--- config.mk ---
export PLATFORM = sky130hd
export DESIGN_NAME = fkht_ctrl
export DESIGN_NICKNAME = d
export VERILOG_FILES = /design/src/sv/fkht_pkg.sv /design/src/sv/fkht_ctrl.sv
export SDC_FILE = /design/constraint.sdc
export NUM_CORES = 1
export LEC_CHECK = 0
export BUFFER_PORTS_ARGS = -buffer_cell sky130_fd_sc_hd__buf_2
export CAP_MARGIN = 5
export CORE_UTILIZATION = 42
export DETAILED_ROUTE_END_ITERATION = 10
export MAX_ROUTING_LAYER = met4
export PLACE_DENSITY = 0.76
export SYNTH_ARGS = -nofsm -noshare
export SYNTH_HDL_FRONTEND = slang
export SYNTH_SLANG_ARGS = --single-unit
export TNS_END_PERCENT = 1
--- constraint.sdc ---
create_clock -name clk -period 2.21 [get_ports clk]
set_clock_uncertainty 0.15 [all_clocks]
set_input_delay 0 -clock clk [delete_from_list [all_inputs] [get_ports clk]]
set_output_delay 0 -clock clk [all_outputs]
set_load 0.01 [all_outputs]
--- src/sv/fkht_pkg.sv ---
// Shared types, codes and the FNV-1a fold for the keyed hash table.
`timescale 1ns / 1ps
`default_nettype none

package fkht_pkg;

	// Field widths of the beats
	localparam int HASH_W     = 64;
	localparam int ORD_W      = 32;
	localparam int VAL_W      = 32;
	localparam int BYTE_W     = 8;
	localparam int LEN_W      = 8;
	localparam int ORD_BYTES  = ORD_W / BYTE_W;

	// FNV-1a 64-bit offset basis
	localparam logic [HASH_W-1:0] FNV_BASIS = 64'hCBF2_9CE4_8422_2325;

	typedef enum logic [1:0] {
		OP_PUT   = 2'd0,
		OP_GET   = 2'd1,
		OP_CLEAR = 2'd2,
		OP_NONE  = 2'd3
	} fkht_op_t;

	typedef enum logic [2:0] {
		ST_INSERTED = 3'd0,
		ST_PRESENT  = 3'd1,
		ST_FULL     = 3'd2,
		ST_HIT      = 3'd3,
		ST_MISS     = 3'd4
	} fkht_status_t;

	// Input beat
	typedef struct packed {
		fkht_op_t           op;
		logic [ORD_W-1:0]   key_ordinal;
		logic               has_byte;
		logic [BYTE_W-1:0]  name_byte;
		logic               last_byte;
		logic [VAL_W-1:0]   value_index;
	} fkht_in_t;

	// Result beat
	typedef struct packed {
		fkht_status_t       status;
		logic [VAL_W-1:0]   found_index;
	} fkht_out_t;

	// Controller to datapath commands
	typedef struct packed {
		logic               capture;
		logic               acc_init;
		logic               fold_ord;
		logic [1:0]         ord_sel;
		logic               fold_name;
		logic               mod_start;
		logic               probe_load;
		logic               probe_next;
		logic               mem_rd;
		logic               ins_write;
		logic               clr_start;
		logic               clr_write;
		logic               rsp_fire;
		logic               rsp_hit;
		fkht_status_t       rsp_status;
	} fkht_cmd_t;

	// Datapath to controller status
	typedef struct packed {
		fkht_op_t           op;
		logic               has_byte;
		logic               last_byte;
		logic               len_long;
		logic               table_full;
		logic               mod_done;
		logic               slot_empty;
		logic               slot_match;
		logic               probe_last;
		logic               clr_last;
	} fkht_sts_t;

	// XOR a byte in, multiply by the FNV prime 2^40 + 0x1B3 as shifts and adds
	function automatic logic [HASH_W-1:0] fnv_fold(input logic [HASH_W-1:0] h,
			input logic [BYTE_W-1:0] b);
		logic [HASH_W-1:0] x;
		x = h ^ {{(HASH_W-BYTE_W){1'b0}}, b};
		return (x << 40) + (x << 8) + (x << 7) + (x << 5) + (x << 4) + (x << 1) + x;
	endfunction

endpackage

`default_nettype wire

--- src/sv/fkht_ctrl.sv ---
// Controller state machine: key sequencing, operation decode, probe walk, clearing sweep.
`timescale 1ns / 1ps
`default_nettype none

module fkht_ctrl import fkht_pkg::*; (
	input  wire logic      clk,
	input  wire logic      arst_n,
	input  wire logic      start,
	input  wire fkht_sts_t sts,
	output logic           busy,
	output fkht_cmd_t      ctl
);

	typedef enum logic [2:0] {
		S_CLR,
		S_IDLE,
		S_ORD,
		S_NAME,
		S_MODL,
		S_MOD,
		S_PRD,
		S_PCHK
	} state_t;

	state_t     state_q;
	logic       kip_q;
	logic [1:0] ord_q;

	// Commands per state
	always_comb begin
		ctl            = '0;
		ctl.ord_sel    = ord_q;
		ctl.rsp_status = ST_MISS;
		unique case (state_q)
			S_CLR: begin
				ctl.clr_write = 1'b1;
			end
			S_IDLE: begin
				if (start) begin
					ctl.capture  = 1'b1;
					ctl.acc_init = !kip_q;
				end
			end
			S_ORD: begin
				ctl.fold_ord = 1'b1;
			end
			S_NAME: begin
				ctl.fold_name = sts.has_byte;
				if (sts.last_byte) begin
					unique case (sts.op)
						OP_CLEAR: ctl.clr_start = 1'b1;
						OP_PUT: begin
							if (sts.table_full) begin
								ctl.rsp_fire   = 1'b1;
								ctl.rsp_status = ST_FULL;
							end
						end
						OP_GET: begin
							if (sts.len_long) begin
								ctl.rsp_fire   = 1'b1;
								ctl.rsp_status = ST_MISS;
							end
						end
						OP_NONE: ;
						default: ;
					endcase
				end
			end
			S_MODL: begin
				ctl.mod_start = 1'b1;
			end
			S_MOD: begin
				ctl.probe_load = sts.mod_done;
			end
			S_PRD: begin
				ctl.mem_rd = 1'b1;
			end
			S_PCHK: begin
				priority if (sts.slot_empty) begin
					ctl.rsp_fire = 1'b1;
					if (sts.op == OP_PUT) begin
						ctl.ins_write  = 1'b1;
						ctl.rsp_status = ST_INSERTED;
					end else begin
						ctl.rsp_status = ST_MISS;
					end
				end else if (sts.slot_match) begin
					ctl.rsp_fire = 1'b1;
					if (sts.op == OP_PUT) begin
						ctl.rsp_status = ST_PRESENT;
					end else begin
						ctl.rsp_hit    = 1'b1;
						ctl.rsp_status = ST_HIT;
					end
				end else if (sts.probe_last) begin
					ctl.rsp_fire   = 1'b1;
					ctl.rsp_status = (sts.op == OP_PUT) ? ST_FULL : ST_MISS;
				end else begin
					ctl.probe_next = 1'b1;
				end
			end
			default: ;
		endcase
	end

	// State, key-in-progress flag and ordinal byte counter
	always_ff @(posedge clk or negedge arst_n) begin
		if (!arst_n) begin
			state_q <= S_CLR;
			kip_q   <= 1'b0;
			ord_q   <= '0;
		end else begin
			unique case (state_q)
				S_CLR: begin
					if (sts.clr_last) begin
						state_q <= S_IDLE;
					end
				end
				S_IDLE: begin
					if (start) begin
						state_q <= kip_q ? S_NAME : S_ORD;
						kip_q   <= 1'b1;
						ord_q   <= '0;
					end
				end
				S_ORD: begin
					ord_q <= ord_q + 1'b1;
					if (ord_q == 2'(ORD_BYTES - 1)) begin
						state_q <= S_NAME;
					end
				end
				S_NAME: begin
					if (!sts.last_byte) begin
						state_q <= S_IDLE;
					end else begin
						kip_q <= 1'b0;
						unique case (sts.op)
							OP_CLEAR: state_q <= S_CLR;
							OP_PUT:   state_q <= sts.table_full ? S_IDLE : S_MODL;
							OP_GET:   state_q <= sts.len_long ? S_IDLE : S_MODL;
							OP_NONE:  state_q <= S_IDLE;
							default:  state_q <= S_IDLE;
						endcase
					end
				end
				S_MODL: begin
					state_q <= S_MOD;
				end
				S_MOD: begin
					if (sts.mod_done) begin
						state_q <= S_PRD;
					end
				end
				S_PRD: begin
					state_q <= S_PCHK;
				end
				S_PCHK: begin
					if (sts.slot_empty || sts.slot_match || sts.probe_last) begin
						state_q <= S_IDLE;
					end else begin
						state_q <= S_PRD;
					end
				end
				default: state_q <= S_IDLE;
			endcase
		end
	end

	assign busy = state_q != S_IDLE;

endmodule

`default_nettype wire

==> results.cfg <==
[run_status]
run_status = complete, no violations

[synthesis]
postSynthNetCount = 91
syn_avg_cell_area_um2 = 7.639
synth_cell_types = 33
synth_seq_area_share = 0.2586
ys_seq_elements = 6
ys.warnings.count = 0
syn-instance-count = 76
netlist_area_um2 = 580.6

[detailed_routing]
drt-initial-drc-count = 22
wl_met2_um = 673
drt.antenna.violating_nets = 0
detail_route.wl_per_cell_um = 11.27
highest_metal_layer_with_signal_wires = met3
wl_met3_um = 149
wl_met1_um = 597
routed-via-count = 699
drtPass1Iterations = 4
vias_per_cell = 5.548
drc = 0
drt-total-wl_um = 1420

[hold_path]
hold_path_depth = 3
holdCritPathClass = in2reg
hold_start = sts[7]
holdPathEnd = state_q[2]

[floorplan]
floorplan.die.width_um = 39.18
placementRows = 13
die_y_um = 39.18
floorplan.core_area_um2 = 1301
start_util = 0.4462
die_area_um2 = 1535
ioPinCount = 33

[worst_setup_path]
cp_data_arrival_time_ns = 1.77
worstPathMaxFanout = 11
required_ns = 2.06
critPathKind = reg2out
rrSetupSlack_ns = 0.53
rr_startpoint = state_q[2]
critical_path.endpoint_type = output port
worstReg2RegEnd = state_q[0]
critPathLaunchType = register
reg2regPathDepth = 4

[cts]
cts_repair_resize_count = 0
holdBufCountCts = 3
cts_htree_levels = 1
clock_transition_at_path_regs_ns = 0.05
tritoncts.num_buffers = 3
setup_buffers_after_cts = 0
cts_tree = built
clock_sink_count = 6
clock_latency_on_the_worst_skew_pair_ns = 0.25
clock_tree.root_cell = sky130_fd_sc_hd__clkbuf_4
clock_tree.buffer_depth = 2

[finish]
fillerInstances = 121
drive_gt1_frac = 0.3874
synthToLayoutAreaGrowth_pct = 36.21
antenna-diode-count = 0
final_nets = 128

[pwr]
finalPower_mw = 0.8417
pleak_nw = 0.4235
power-per-cell-area_nw_per_um2 = 1064
max-vdd-ir-drop_uv = 548.8

[global_routing]
pin_count_of_the_biggest_net_entering_global_routing = 17
grt_use_total = 0.2005
grt_first_pass_wirelength_um = 2056
grt_ovf = 0
via_count_of_the_first_global_routing_pass = 499
antenna_found_initial = 0

[timing]
slew_violations = 0
max_slew_margin = 0.7730
timing_hold_violations_final = 0
setup-violations-final = 0
rsz0062_at_grt = no
period_needed_ns = 1.920
final_min_period_over_clock_period = 0.8688
worst_pin_slew_ns = 0.3393
setup_tns_ns = 0
clock.fmax_ghz = 0.5208

[placed_design]
finalWeightedCongestion = 0.7481
io_buffer_count = 32
hpwl_um = 1066

[run]
max_cap_violations = 0
==> placed cells by master (no fill, tap or decap), types with 2 or more instances in the layout <==
cell / count
sky130_fd_sc_hd__buf_2: 32
sky130_fd_sc_hd__nor2_1: 9
sky130_fd_sc_hd__nand2_1: 6
sky130_fd_sc_hd__dfrtp_1: 6
sky130_fd_sc_hd__inv_1: 5
sky130_fd_sc_hd__nand2b_1: 4
sky130_fd_sc_hd__nand3_1: 4
sky130_fd_sc_hd__or3_1: 3
sky130_fd_sc_hd__nor3_1: 3
sky130_fd_sc_hd__o21ai_0: 3
sky130_fd_sc_hd__a31oi_1: 3
sky130_fd_sc_hd__clkbuf_4: 3
sky130_fd_sc_hd__dlygate4sd3_1: 3
sky130_fd_sc_hd__or2_2: 2
sky130_fd_sc_hd__mux2i_1: 2
sky130_fd_sc_hd__o31ai_1: 2
sky130_fd_sc_hd__a21oi_1: 2
sky130_fd_sc_hd__nor3b_1: 2
sky130_fd_sc_hd__o21a_1: 2
==> state kept, by name, indices dropped and copies added, names as in the netlist <==
register / cells
ord_q: 2
kip_q: 1
state_q: 3
==> logic make-up after synthesis <==
family | synth area share
AND/OR/NAND/NOR | 0.4116
AO/OA/AOI/OAI | 0.1918
buffers and inverters | 0.08190
flip-flops | 0.2586
multiplexers | 0.03448
adder cells (fa/ha/maj) | 0.02155
==> stage by stage <==
stage	area (um2)	utilization	worst slack (ns)	cells	hold slack, ns
2_1_floorplan	580.6	-	0.6177	76	-0.4456
3_3_place_gp	738.2	0.5673	0.5736	120	-0.3167
3_5_place_dp	738.2	0.5673	0.5462	120	-0.3185
4_1_cts	790.8	0.6077	0.2996	126	0.02934
5_1_grt	790.8	0.6077	0.1604	126	0.03594
6_report	790.8	0.6077	0.2899	126	0.03325
==> power by group <==
| part | total (mW) | switching (mW) | internal, mW |
|---|---|---|---|
| registers | 0.227 | 0.0652 | 0.162 |
| logic | 0.512 | 0.275 | 0.236 |
| clock network | 0.103 | 0.0414 | 0.0616 |
| total | 0.842 | 0.382 | 0.460 |
==> Yosys cell counts <==
master,n,area share
sky130_fd_sc_hd__inv_1,5,0.032
sky130_fd_sc_hd__dfrtp_1,6,0.26
sky130_fd_sc_hd__or3_1,3,0.032
sky130_fd_sc_hd__nor2b_1,1,0.011
sky130_fd_sc_hd__nor3b_1,2,0.026
sky130_fd_sc_hd__a211oi_1,1,0.013
sky130_fd_sc_hd__o31ai_1,2,0.026
sky130_fd_sc_hd__and4_4,1,0.019
sky130_fd_sc_hd__nor2_1,9,0.058
sky130_fd_sc_hd__nor4bb_1,1,0.017
sky130_fd_sc_hd__o21a_1,2,0.026
sky130_fd_sc_hd__or2_4,1,0.015
sky130_fd_sc_hd__and3_1,1,0.011
sky130_fd_sc_hd__nand2b_1,4,0.043
sky130_fd_sc_hd__nand2_1,6,0.039
sky130_fd_sc_hd__a31oi_1,3,0.032
sky130_fd_sc_hd__nor4b_1,1,0.015
sky130_fd_sc_hd__or3b_4,1,0.019
sky130_fd_sc_hd__o21ai_0,3,0.026
sky130_fd_sc_hd__a21oi_1,2,0.017
sky130_fd_sc_hd__buf_2,2,0.017
sky130_fd_sc_hd__mux2i_1,2,0.034
sky130_fd_sc_hd__or2_2,2,0.022
sky130_fd_sc_hd__nand3b_1,1,0.013
sky130_fd_sc_hd__nor3_1,3,0.026
sky130_fd_sc_hd__buf_6,1,0.019
sky130_fd_sc_hd__nand3_1,4,0.034
sky130_fd_sc_hd__a31o_2,1,0.015
sky130_fd_sc_hd__a22oi_2,1,0.022
sky130_fd_sc_hd__nor4_1,1,0.011
sky130_fd_sc_hd__o221ai_1,1,0.015
sky130_fd_sc_hd__ha_1,1,0.022
sky130_fd_sc_hd__buf_4,1,0.013
==> final cells by class <==
type	count	area, um2	share of cell area
Clock buffer	3	22.52	0.02848
Inverter	5	18.77	0.02373
Multi-Input combinational cell	61	382.9	0.4842
Sequential cell	6	150.1	0.1899
Tap cell	15	18.77	0.02373
Timing Repair Buffer	36	197.7	0.2500
==> worst max-delay path by stage <==
stage	startpoint	endpoint	cells past startpoint
global route	state_q[2]	ctl[4]	4
floorplan	state_q[0]	state_q[0]	5
global placement	state_q[2]	state_q[0]	4
detailed placement	state_q[2]	state_q[0]	4
CTS	state_q[2]	ctl[4]	4
finish	state_q[2]	ctl[4]	4
==> layer usage <==
layer | track usage | vias up
met5 | - | -
met4 | 0 | 0
met1 | 0.2711 | 318
met3 | 0.06936 | 0
li1 | - | 343
met2 | 0.3083 | 38
==> worst max-delay path, stage by stage (launching register included) <==
cell	delay (ns)
sky130_fd_sc_hd__dfrtp_1	0.48
sky130_fd_sc_hd__nand2b_1	0.28
sky130_fd_sc_hd__or2_2	0.36
sky130_fd_sc_hd__o31ai_1	0.24
sky130_fd_sc_hd__buf_2	0.17
(Power assumes the default switching activity.)
